### config.mk
export PLATFORM = sky130hd
export DESIGN_NAME = fasta_record_summarizer_top
export DESIGN_NICKNAME = d
export VERILOG_FILES = /design/src/sv/frs_pkg.sv /design/src/sv/frs_mod_unit.sv /design/src/sv/frs_tracker.sv /design/src/sv/fasta_record_summarizer_top.sv
export SDC_FILE = /design/constraint.sdc
export NUM_CORES = 2
export LEC_CHECK = 0
export BUFFER_PORTS_ARGS = -buffer_cell sky130_fd_sc_hd__buf_2
export CAP_MARGIN = 5
export CORE_ASPECT_RATIO = 1.5
export CORE_MARGIN = 1.5
export CORE_UTILIZATION = 50
export DETAILED_ROUTE_END_ITERATION = 8
export PLACE_DENSITY = 0.69
export RECOVER_POWER = 50
export SLEW_MARGIN = 20
export SYNTH_ARGS = -nofsm -noshare
export SYNTH_HDL_FRONTEND = slang
export SYNTH_SLANG_ARGS = --single-unit
### constraint.sdc
create_clock -name i_clk -period 16.9 [get_ports i_clk]
set_input_delay 3.38 -clock i_clk [delete_from_list [all_inputs] [get_ports i_clk]]
set_output_delay 3.38 -clock i_clk [all_outputs]
set_load 0.02 [all_outputs]
### src/sv/frs_pkg.sv
package frs_pkg;

    localparam int COUNT_BITS  = 32;
    localparam int LENGTH_BITS = 16;
    localparam int HASH_BITS   = 64;
    localparam int DIV_BITS    = 32;
    localparam int NUM_SYMS    = 5;
    localparam int STEP_BITS   = $clog2(HASH_BITS);

    localparam logic [HASH_BITS-1:0] HASH_SEED = HASH_BITS'(5381);

    localparam logic [7:0] CH_NL   = 8'h0A;
    localparam logic [7:0] CH_GT   = 8'h3E;
    localparam logic [7:0] CH_A_UP = 8'h41;
    localparam logic [7:0] CH_C_UP = 8'h43;
    localparam logic [7:0] CH_G_UP = 8'h47;
    localparam logic [7:0] CH_T_UP = 8'h54;
    localparam logic [7:0] CH_A_LO = 8'h61;
    localparam logic [7:0] CH_C_LO = 8'h63;
    localparam logic [7:0] CH_G_LO = 8'h67;
    localparam logic [7:0] CH_T_LO = 8'h74;

    // symbol lane order
    localparam int SYM_A     = 0;
    localparam int SYM_C     = 1;
    localparam int SYM_G     = 2;
    localparam int SYM_T     = 3;
    localparam int SYM_OTHER = 4;

    typedef struct packed {
        logic [7:0] data_byte;
        logic       final_byte;
    } t_in_item;

    typedef struct packed {
        logic [HASH_BITS-1:0]   id_hash;
        logic [DIV_BITS-1:0]    bucket;
        logic [LENGTH_BITS-1:0] id_length;
        logic [COUNT_BITS-1:0]  total_count;
        logic [COUNT_BITS-1:0]  count_a;
        logic [COUNT_BITS-1:0]  count_c;
        logic [COUNT_BITS-1:0]  count_g;
        logic [COUNT_BITS-1:0]  count_t;
        logic [COUNT_BITS-1:0]  count_other;
        logic                   last_in_run;
    } t_out_item;

    // record summary before the bucket is known
    typedef struct packed {
        logic [HASH_BITS-1:0]   id_hash;
        logic [LENGTH_BITS-1:0] id_length;
        logic [COUNT_BITS-1:0]  total_count;
        logic [COUNT_BITS-1:0]  count_a;
        logic [COUNT_BITS-1:0]  count_c;
        logic [COUNT_BITS-1:0]  count_g;
        logic [COUNT_BITS-1:0]  count_t;
        logic [COUNT_BITS-1:0]  count_other;
    } t_summary;

    localparam t_summary EMPTY_SUMMARY = '{
        id_hash: HASH_SEED, id_length: '0, total_count: '0, count_a: '0,
        count_c: '0, count_g: '0, count_t: '0, count_other: '0
    };

    typedef struct packed {
        logic emit_first;
        logic emit_second;
    } t_trk_status;

    typedef enum logic [2:0] {
        S_IDLE = 3'b001,
        S_DIV  = 3'b010,
        S_OUT  = 3'b100
    } t_state;

endpackage

### src/sv/frs_mod_unit.sv
module frs_mod_unit (
    input  logic                          i_clk,
    input  logic                          i_rst_n,
    input  logic                          i_start,
    input  logic [frs_pkg::HASH_BITS-1:0] i_dividend,
    input  logic [frs_pkg::DIV_BITS-1:0]  i_divisor,
    output logic                          o_done,
    output logic [frs_pkg::DIV_BITS-1:0]  o_rem
);
    import frs_pkg::*;

    logic                 r_busy;
    logic                 r_done;
    logic [STEP_BITS-1:0] r_count;
    logic [HASH_BITS-1:0] r_dvd;
    logic [DIV_BITS-1:0]  r_div;
    logic [DIV_BITS-1:0]  r_rem;
    logic [DIV_BITS:0]    trial;
    logic [DIV_BITS-1:0]  n_rem;

    // one restoring step per cycle, msb first
    always_comb begin
        trial = {r_rem, r_dvd[HASH_BITS-1]};
        if (trial >= {1'b0, r_div}) begin
            n_rem = DIV_BITS'(trial - {1'b0, r_div});
        end else begin
            n_rem = trial[DIV_BITS-1:0];
        end
    end

    always_ff @(posedge i_clk) begin
        if (!i_rst_n) begin
            r_busy  <= 1'b0;
            r_done  <= 1'b0;
            r_count <= '0;
        end else begin
            r_done <= 1'b0;
            if (i_start) begin
                r_busy  <= 1'b1;
                r_count <= '0;
            end else if (r_busy) begin
                r_count <= r_count + 1'b1;
                if (r_count == STEP_BITS'(HASH_BITS - 1)) begin
                    r_busy <= 1'b0;
                    r_done <= 1'b1;
                end
            end
        end
    end

    always_ff @(posedge i_clk) begin
        if (i_start) begin
            r_dvd <= i_dividend;
            r_div <= i_divisor;
            r_rem <= '0;
        end else if (r_busy) begin
            r_dvd <= {r_dvd[HASH_BITS-2:0], 1'b0};
            r_rem <= n_rem;
        end
    end

    assign o_done = r_done;
    assign o_rem  = (r_div == '0) ? '0 : r_rem;

endmodule

### src/sv/frs_tracker.sv
module frs_tracker (
    input  logic                  i_clk,
    input  logic                  i_rst_n,
    input  logic                  i_accept,
    input  frs_pkg::t_in_item     i_item,
    output frs_pkg::t_summary     o_first,
    output frs_pkg::t_trk_status  o_status
);
    import frs_pkg::*;

    logic                   r_open, r_in_id, r_line_start;
    logic [HASH_BITS-1:0]   r_hash;
    logic [LENGTH_BITS-1:0] r_len;
    logic [COUNT_BITS-1:0]  r_total;
    logic [COUNT_BITS-1:0]  r_sym [NUM_SYMS];

    logic                   n_open, n_in_id, n_line_start;
    logic [HASH_BITS-1:0]   n_hash;
    logic [LENGTH_BITS-1:0] n_len;
    logic [COUNT_BITS-1:0]  n_total;
    logic [COUNT_BITS-1:0]  n_sym [NUM_SYMS];

    logic                   gt_start;
    logic [NUM_SYMS-1:0]    sym_hit;
    t_summary               cur_sum, upd_sum;

    always_comb begin
        sym_hit = '0;
        case (i_item.data_byte) inside
            CH_A_UP, CH_A_LO: sym_hit[SYM_A] = 1'b1;
            CH_C_UP, CH_C_LO: sym_hit[SYM_C] = 1'b1;
            CH_G_UP, CH_G_LO: sym_hit[SYM_G] = 1'b1;
            CH_T_UP, CH_T_LO: sym_hit[SYM_T] = 1'b1;
            default:          sym_hit[SYM_OTHER] = 1'b1;
        endcase
    end

    assign gt_start = (i_item.data_byte == CH_GT) && r_line_start;

    always_comb begin
        n_open       = r_open;
        n_in_id      = r_in_id;
        n_line_start = r_line_start;
        n_hash       = r_hash;
        n_len        = r_len;
        n_total      = r_total;
        n_sym        = r_sym;
        if (i_item.data_byte == CH_NL) begin
            n_in_id      = 1'b0;
            n_line_start = 1'b1;
        end else if (gt_start) begin
            n_hash       = HASH_SEED;
            n_len        = '0;
            n_total      = '0;
            for (int k = 0; k < NUM_SYMS; k++) n_sym[k] = '0;
            n_open       = 1'b1;
            n_in_id      = 1'b1;
            n_line_start = 1'b0;
        end else begin
            n_line_start = 1'b0;
            if (i_item.data_byte == CH_GT) begin
                // stray '>' mid-line, dropped
            end else if (r_in_id) begin
                n_hash = r_hash + {r_hash[HASH_BITS-6:0], 5'b0}
                       + {{(HASH_BITS-8){1'b0}}, i_item.data_byte};
                if (r_len != '1) n_len = r_len + 1'b1;
            end else if (r_open) begin
                if (r_total != '1) n_total = r_total + 1'b1;
                for (int k = 0; k < NUM_SYMS; k++) begin
                    if (sym_hit[k] && r_sym[k] != '1) n_sym[k] = r_sym[k] + 1'b1;
                end
            end
        end
    end

    always_comb begin
        cur_sum = '{id_hash: r_hash, id_length: r_len, total_count: r_total,
                    count_a: r_sym[SYM_A], count_c: r_sym[SYM_C],
                    count_g: r_sym[SYM_G], count_t: r_sym[SYM_T],
                    count_other: r_sym[SYM_OTHER]};
        upd_sum = '{id_hash: n_hash, id_length: n_len, total_count: n_total,
                    count_a: n_sym[SYM_A], count_c: n_sym[SYM_C],
                    count_g: n_sym[SYM_G], count_t: n_sym[SYM_T],
                    count_other: n_sym[SYM_OTHER]};
    end

    // a new header closes the old record before anything else
    assign o_first = (gt_start && r_open) ? cur_sum : upd_sum;
    assign o_status.emit_first  = (gt_start && r_open) || (i_item.final_byte && n_open);
    assign o_status.emit_second = gt_start && r_open && i_item.final_byte;

    always_ff @(posedge i_clk) begin
        if (!i_rst_n || (i_accept && i_item.final_byte)) begin
            r_open       <= 1'b0;
            r_in_id      <= 1'b0;
            r_line_start <= 1'b1;
            r_hash       <= HASH_SEED;
            r_len        <= '0;
            r_total      <= '0;
            for (int k = 0; k < NUM_SYMS; k++) r_sym[k] <= '0;
        end else if (i_accept) begin
            r_open       <= n_open;
            r_in_id      <= n_in_id;
            r_line_start <= n_line_start;
            r_hash       <= n_hash;
            r_len        <= n_len;
            r_total      <= n_total;
            r_sym        <= n_sym;
        end
    end

endmodule

### src/sv/fasta_record_summarizer_top.sv
// channel   | direction | handshake                   | payload
// ----------+-----------+-----------------------------+-----------------------------
// input     | in        | i_in_valid / o_in_stall     | i_in_data  (t_in_item)
// output    | out       | o_out_valid / i_out_stall   | o_out_data (t_out_item)
// config    | in        | i_cfg_valid / o_cfg_ready   | i_cfg_data (table_size)
//
// a byte that closes no record leaves the block idle and ready for the next byte
// a closing byte runs the shared remainder unit for 64 steps before the record is
// offered, and the next byte is taken only after that record has been taken
// a header on the final byte emits two records, the second after the first is taken
// o_in_stall is high from the accepting edge until the last record is taken, and
// output stalls lengthen it; synchronous active-low reset, stream resets on final byte
module fasta_record_summarizer_top (
    input  logic                       i_clk,
    input  logic                       i_rst_n,
    input  logic                       i_in_valid,
    output logic                       o_in_stall,
    input  frs_pkg::t_in_item          i_in_data,
    output logic                       o_out_valid,
    input  logic                       i_out_stall,
    output frs_pkg::t_out_item         o_out_data,
    input  logic                       i_cfg_valid,
    output logic                       o_cfg_ready,
    input  logic [frs_pkg::DIV_BITS-1:0] i_cfg_data
);
    import frs_pkg::*;

    t_state                r_state, n_state;
    logic                  r_second;
    logic                  r_last;
    t_summary              r_res;
    logic [DIV_BITS-1:0]   r_bucket;
    logic [DIV_BITS-1:0]   r_table_size;

    logic                  in_accept;
    logic                  out_take;
    logic                  mod_start;
    logic                  mod_done;
    logic [DIV_BITS-1:0]   mod_rem;
    logic [HASH_BITS-1:0]  mod_dividend;
    t_summary              trk_first;
    t_trk_status           trk_status;

    assign in_accept = i_in_valid && !o_in_stall;
    assign out_take  = o_out_valid && !i_out_stall;

    // stream parsing and running counts
    frs_tracker u_tracker (
        .i_clk    (i_clk),
        .i_rst_n  (i_rst_n),
        .i_accept (in_accept),
        .i_item   (i_in_data),
        .o_first  (trk_first),
        .o_status (trk_status)
    );

    // bucket: one division step a cycle; the second record of a run is always empty
    assign mod_start    = (in_accept && trk_status.emit_first) || (out_take && r_second);
    assign mod_dividend = (r_state == S_IDLE) ? trk_first.id_hash : HASH_SEED;

    frs_mod_unit u_mod (
        .i_clk      (i_clk),
        .i_rst_n    (i_rst_n),
        .i_start    (mod_start),
        .i_dividend (mod_dividend),
        .i_divisor  (r_table_size),
        .o_done     (mod_done),
        .o_rem      (mod_rem)
    );

    // sequencer
    always_comb begin
        n_state = r_state;
        case (r_state)
            S_IDLE: if (in_accept && trk_status.emit_first) n_state = S_DIV;
            S_DIV:  if (mod_done) n_state = S_OUT;
            S_OUT: begin
                if (out_take) n_state = r_second ? S_DIV : S_IDLE;
            end
            default: n_state = S_IDLE;
        endcase
    end

    always_ff @(posedge i_clk) begin
        if (!i_rst_n) begin
            r_state      <= S_IDLE;
            r_second     <= 1'b0;
            r_table_size <= DIV_BITS'(1024);
        end else begin
            r_state <= n_state;
            if (i_cfg_valid && o_cfg_ready) r_table_size <= i_cfg_data;
            if (in_accept && trk_status.emit_first) begin
                r_second <= trk_status.emit_second;
            end else if (out_take) begin
                r_second <= 1'b0;
            end
        end
    end

    // result payload, no reset needed
    always_ff @(posedge i_clk) begin
        if (in_accept && trk_status.emit_first) begin
            r_res  <= trk_first;
            r_last <= !trk_status.emit_second;
        end else if (out_take && r_second) begin
            r_res  <= EMPTY_SUMMARY;
            r_last <= 1'b1;
        end
        if (mod_done) r_bucket <= mod_rem;
    end

    assign o_in_stall  = (r_state != S_IDLE);
    assign o_out_valid = (r_state == S_OUT);
    assign o_cfg_ready = 1'b1;

    always_comb begin
        o_out_data.id_hash     = r_res.id_hash;
        o_out_data.bucket      = r_bucket;
        o_out_data.id_length   = r_res.id_length;
        o_out_data.total_count = r_res.total_count;
        o_out_data.count_a     = r_res.count_a;
        o_out_data.count_c     = r_res.count_c;
        o_out_data.count_g     = r_res.count_g;
        o_out_data.count_t     = r_res.count_t;
        o_out_data.count_other = r_res.count_other;
        o_out_data.last_in_run = r_last;
    end

    // no new byte while a record is on offer
    a_no_overlap: assert property (@(posedge i_clk) disable iff (!i_rst_n)
        !(in_accept && o_out_valid))
        else $error("input taken while output valid");

    // bucket stays below a non-zero table size
    a_bucket_range: assert property (@(posedge i_clk) disable iff (!i_rst_n)
        (o_out_valid && r_table_size != '0) |-> (o_out_data.bucket < r_table_size))
        else $error("bucket out of range");

    // a pending second record means this one is not the last
    a_second_last: assert property (@(posedge i_clk) disable iff (!i_rst_n)
        (o_out_valid && r_second) |-> !o_out_data.last_in_run)
        else $error("last_in_run set with a record still pending");

    // the remainder unit finishes only while the sequencer waits for it
    a_done_state: assert property (@(posedge i_clk) disable iff (!i_rst_n)
        mod_done |-> (r_state == S_DIV))
        else $error("remainder done outside division state");

endmodule

== Yosys cells after proc, flatten, opt, wreduce, memory -nomap -nowiden ==
Cells that the tools add are included.
Word-level totals
  output and inout port bits: 308
  logic and storage cells: 167
  bits in read-only memories: 0
  flip-flop bits (word level): 752
  memories: 0
  latch bits: 0
  bits in writable memories: 0
  input bits: 46
Cells by class
  bitwise operators: 2
  multiplexer cells: 64
  shift-type cells: 0
  equal/unequal tests: 25
  divide/modulo/power cells: 0
  add/subtract/negate cells: 11
  $mul: 0
  reduce and logical (&&, ||, !) cells: 34
  order comparisons: 1
Operators with widths (number)
  272-bit two-way mux: 3
  160-bit two-way mux: 5
  64-bit two-way mux: 7
  32-bit two-way mux: 12
  32-bit by 1-bit adder with 32-bit output (second input constant): 6
  32-bit inequality test (second input constant): 6
  16-bit two-way mux: 5
  64-bit adder: 1
  64-bit by 8-bit adder with 64-bit output: 1
  8-bit by 7-bit == test with 1-bit output (second input constant): 8
  33-bit by 32-bit greater-or-equal comparator with 1-bit output: 1
  32-bit logical NOT: 1
  32-bit subtractor: 1
  1-bit two-way mux: 27
  16-bit by 1-bit adder with 16-bit output (second input constant): 1
  16-bit inequality test (second input constant): 1
  1-bit logical AND: 14
  2-bit OR reduction: 5
  3-bit two-way mux: 3
  3-bit one-hot mux with 3 select lines: 1
  8-bit by 4-bit == test with 1-bit output (second input constant): 1
  8-bit by 6-bit == test with 1-bit output (second input constant): 1
  2-bit nonzero test: 4
  6-bit by 1-bit adder with 6-bit output (second input constant): 1
  other kinds (13): 21

== Depth between registers and ports, before layout ==
  depth in word-level cells: 16
  mapped depth: 14
  gate-level depth less buffers: 14

== Cells and area by module ==
From an unflattened synthesis, not the netlist that was laid out.
Second synthesis, totals
  cell total of the unflattened synthesis: 4583
  area total of the unflattened synthesis: 41929.0 µm²
Modules (own cells, without submodules)
  frs_tracker: cells each 3031, times used 1, sequential area each 5505.3 µm², area each 21506.9 µm²
  fasta_record_summarizer_top: cells each 847, times used 1, sequential area each 9879.5 µm², area each 12959.9 µm²
  frs_mod_unit: cells each 705, times used 1, sequential area each 3683.5 µm², area each 7462.2 µm²

== Worst setup path before layout ==
Ideal clock, no wire load.
  kind: input to register
  start point: input port i_in_data[1] (netlist name)
  end point: register r_res, in the netlist o_out_data[100], enable pin
  setup slack: 2489 ps
  arrival: 13621 ps
  stages: 11
  data required time: 16110 ps
  path buffers: 4
  library setup time: 790 ps
  cells stage by stage: nor4b_1 and2_1 clkbuf_1 and3_1 maj3_1 and2_1 buf_2 a21oi_1 clkbuf_1 inv_1 clkbuf_1
On the way
  word-level cells in the longest chain between the ends: 8
  elaborated cells on any way between the ends: 10
  classes of those cells: 2 x eq/ne; 2 x mux; 6 x reduce/logical
RTL lines
  start: declaration: line fasta_record_summarizer_top.sv:18  | input frs_pkg::t_in_item i_in_data,
  8-bit by 6-bit == test with 1-bit output: line frs_tracker.sv:38  | assign gt_start = (i_item.data_byte == CH_GT) && r_line_start;
  1-bit logical AND: line frs_tracker.sv:38
  1-bit two-way mux: line frs_tracker.sv:51  | end else if (gt_start) begin
  1-bit two-way mux: line frs_tracker.sv:48  | if (i_item.data_byte == CH_NL) begin
  1-bit logical AND: line frs_tracker.sv:89  | assign o_status.emit_first = (gt_start && r_open) || (i_item.final_byte && n_open);
  1-bit logical OR *: line frs_tracker.sv:89
  1-bit logical AND *: line fasta_record_summarizer_top.sv:102  | if (in_accept && trk_status.emit_first) begin
  2-bit nonzero test (no line) *
  end signal: assignment: line fasta_record_summarizer_top.sv:103  | r_res <= trk_first;
  end: declaration: line fasta_record_summarizer_top.sv:31  | t_summary r_res;
Mark *: on every way between the ends. The rest lies on a longest branch, timed or not.
A chain may end at the register's enable or synchronous reset.

== Worst setup path after layout ==
  start point: input port i_in_valid
  end point: register r_res, in the netlist o_out_data[102], data pin
On the way
  word-level cells in the longest chain between the ends: 3
RTL lines
  start: declaration: line fasta_record_summarizer_top.sv:16  | input logic i_in_valid,
  1-bit logical AND: line fasta_record_summarizer_top.sv:44  | assign in_accept = i_in_valid && !o_in_stall;
  1-bit logical AND: line fasta_record_summarizer_top.sv:102
  272-bit two-way mux: line fasta_record_summarizer_top.sv:102
Every way passes these cells.

==> impl_metrics.env <==
export IMPL_peakVddDrop_mv=0.0742
export IMPL_ys_types=94
export IMPL_synth_edf_count=401
export IMPL_fp_dieW_um=235
export IMPL_powerDensity_nw_per_um2=90.6
export IMPL_syn_num_nets=4553
export IMPL_io_pins=354
export IMPL_io_buffer_count=352
export IMPL_viasPerCell=6.28
export IMPL_status="finished, violations left"
export IMPL_final_max_slew_violation_count=854
export IMPL_die_y_um=351
export IMPL_async_flop_share_pct=0
export IMPL_totalWireLength_mm=123
export IMPL_fill_cells=7387
export IMPL_seq_area_frac_synth_pct=47.2
export IMPL_rows=127
export IMPL_hold_violations=0
export IMPL_drt_pass1_iter_count=7
export IMPL_grt_total_usage_pct=28.9
export IMPL_synth_top_area_share_pct=29.8
export IMPL_synth_top_flop_cell="edfxtp_1"
export IMPL_grt_pass1_wl_mm=188
export IMPL_worstSkewPairLatency_ns=0.65
export IMPL_areaGrowthSynthToFinish_pct=11.2
export IMPL_cts_max_level=3
export IMPL_maxSlewHeadroom_pct=-157
export IMPL_start_kind="primary input"
export IMPL_endpoint_kind="flop"
export IMPL_dp_worst_setup_slack_ns=8.49
export IMPL_postCtsResizedCells=0
export IMPL_clockRootBuffer="clkbuf_16"
export IMPL_tightest_slew_ns=3.86
export IMPL_cts_buffers=75
export IMPL_start_util_pct=50.5
export IMPL_cp_data_arrival_time_ns=11.77
export IMPL_cts_tree="done"
export IMPL_remaining_drc_errors=0
export IMPL_drive_gt1_share_pct=6.37
export IMPL_violations="max-capacitance violations, max-slew violations"
export IMPL_maxCapViolations=18
export IMPL_synth_area_leaders="edfxtp_1 (30%), dfxtp_1 (17%), ha_1 (5.0%), a21oi_1 (4.5%), o21ai_0 (4.5%)"
export IMPL_min_period_ns=11.43
export IMPL_hpwl_mm=81.3
export IMPL_leakagePower_nw=15.9
export IMPL_vias=35100
export IMPL_cts_max_path_buffers=3
export IMPL_drt_iter0_markers=3248
export IMPL_wire_per_inst_um=22.0
export IMPL_critPathKind="in -> reg"
export IMPL_crit_fanout=57
export IMPL_globalplace_congestion=0.910
export IMPL_grt_max_degree=176
export IMPL_rsz0062_at_grt="no"
export IMPL_postSynthCellCount=4340
export IMPL_clock_skew_ns=0.0306
export IMPL_yosys_warnings=0
export IMPL_fin_crit_sh_pct=67.6
export IMPL_worst_slack_ns=5.47
export IMPL_grt_pass1_vias=32600
export IMPL_numClockSinks=752
export IMPL_cts_hold_buffers=0
export IMPL_ant_nets=0
export IMPL_hold_ws_ns=0.432
export IMPL_setup_tns_final_ns=0
export IMPL_clk_pin_slew_ns=0.06
export IMPL_finalNetCount=4719
export IMPL_finalSetupViolCount=0
export IMPL_finalPower_mw=4.07
export IMPL_synth_top_cell_by_area="edfxtp_1"
export IMPL_overflow=0
export IMPL_synth_seq_cells=752
export IMPL_cp_required_ns=17.23
export IMPL_hold_path_class="reg -> reg"
export IMPL_core_um2=80100
export IMPL_antenna_found_initial=1
export IMPL_fmax_mhz=87.5
export IMPL_die_area_um2=82600
export IMPL_syn_area_per_cell_um2=9.32
export IMPL_netlist_area_um2=40400
export IMPL_postCtsSetupBuffers=0
-- layout make-up --
cell class / count / area [um2] / area share (%)
inverters: 88 / 338 / 0.751
diodes: 1 / 2.50 / 0.00556
well taps: 1032 / 1290 / 2.87
repair buffers: 384 / 1580 / 3.51
clock inverters: 45 / 598 / 1.33
flip-flops and latches: 752 / 19100 / 42.4
multi-input cells: 3205 / 20000 / 44.4
clock buffers: 92 / 2110 / 4.69
-- synth_stat cells, types with 77 or more instances --
cell	number
a31oi_1	104
nand3_1	105
nand2_1	400
ha_1	162
a311oi_1	81
inv_1	87
edfxtp_1	401
clkbuf_1	247
a21oi_1	365
nor2_1	377
o31ai_1	77
nor2b_1	77
a21o_1	117
o21ai_0	360
nor3_1	90
dfxtp_1	351
and3_1	92
-- worst max-delay path, stage by stage --
cell and delay [ns]:
clkbuf_1 0.23, and2_4 0.60, clkbuf_1 2.12, nand2_1 2.73, clkbuf_1 1.64, a211oi_1 1.02
-- final timing paths --
| kind | startpoint | endpoint | slack, ns | depth (start not counted) |
|---|---|---|---|---|
| min | r_table_size[19]$_SDFFE_PN0P_ | u_mod.r_div[19]$_DFFE_PN_ | 0.43 | 0 |
| min reg2reg | r_table_size[19]$_SDFFE_PN0P_ | u_mod.r_div[19]$_DFFE_PN_ | 0.43 | 0 |
| max | i_in_valid | o_out_data[102]$_SDFFCE_PN0N_ | 5.47 | 6 |
| max reg2reg | r_state[0]$_SDFFE_PN1P_ | o_out_data[102]$_SDFFCE_PN0N_ | 6.60 | 6 |
-- cells in the final DEF (no fill, tap or decap), types with 24 or more instances in the layout --
cell type / instances
nor3_1: 90
xnor2_1: 55
a22o_1: 44
and2_1: 34
and3_1: 92
inv_1: 86
nor2b_1: 77
dfxtp_1: 350
or2_2: 43
o211ai_1: 25
edfxtp_1: 401
nand3_1: 104
clkbuf_16: 81
a21oi_1: 366
nor4_1: 33
mux2i_1: 59
a311oi_1: 81
buf_2: 41
nand2_1: 395
nor2_1: 372
or3_1: 24
a31oi_1: 104
a211oi_1: 72
clkbuf_1: 331
o21ai_0: 361
a22oi_1: 42
ha_1: 162
nand4_1: 54
xor2_1: 50
o31ai_1: 77
a21o_1: 117
and4_1: 32
-- where the power goes --
group          internal, mW  switching, mW
combinational         0.103          0.169
clock                  1.09          0.752
sequential             1.93         0.0237
-- flip-flops by register name (all words and copies together) (netlist names), 32 cells and up --
name / flops
o_out_data: 272
u_mod.r_dvd: 64
u_tracker.cur_sum: 160
u_tracker.r_hash: 64
r_table_size: 32
u_tracker.r_total: 32
r_bucket: 32
u_mod.r_rem: 32
u_mod.r_div: 32
-- metrics by stage --
step           cells  util [%]  cell area, um2
6_report        5599      56.2           45000
5_1_grt         5599      56.2           45000
4_1_cts         5598      56.7           45400
3_5_place_dp    5461      53.4           42700
3_3_place_gp    5461      53.4           42700
2_1_floorplan   4340         -           40400
-- layer usage --
layer  share of wire, %  GRT usage [%]
met5                  0              0
met4                3.8           12.9
met3                6.4           3.70
met2                 49           49.4
met1                 41           36.7
-- cell families after synthesis --
| logic type | count (synthesis) | synth area share (%) |
|---|---|---|
| simple gates | 1423 | 17.0 |
| mux | 63 | 1.57 |
| compound gates | 1445 | 23.0 |
| xor+xnor | 105 | 2.27 |
| fa+ha+maj | 168 | 5.28 |
| flops | 752 | 47.2 |
| other cells | 1 | 0.00927 |
| buf+inv | 383 | 3.67 |
No activity file was read; power rests on OpenSTA's default activity.
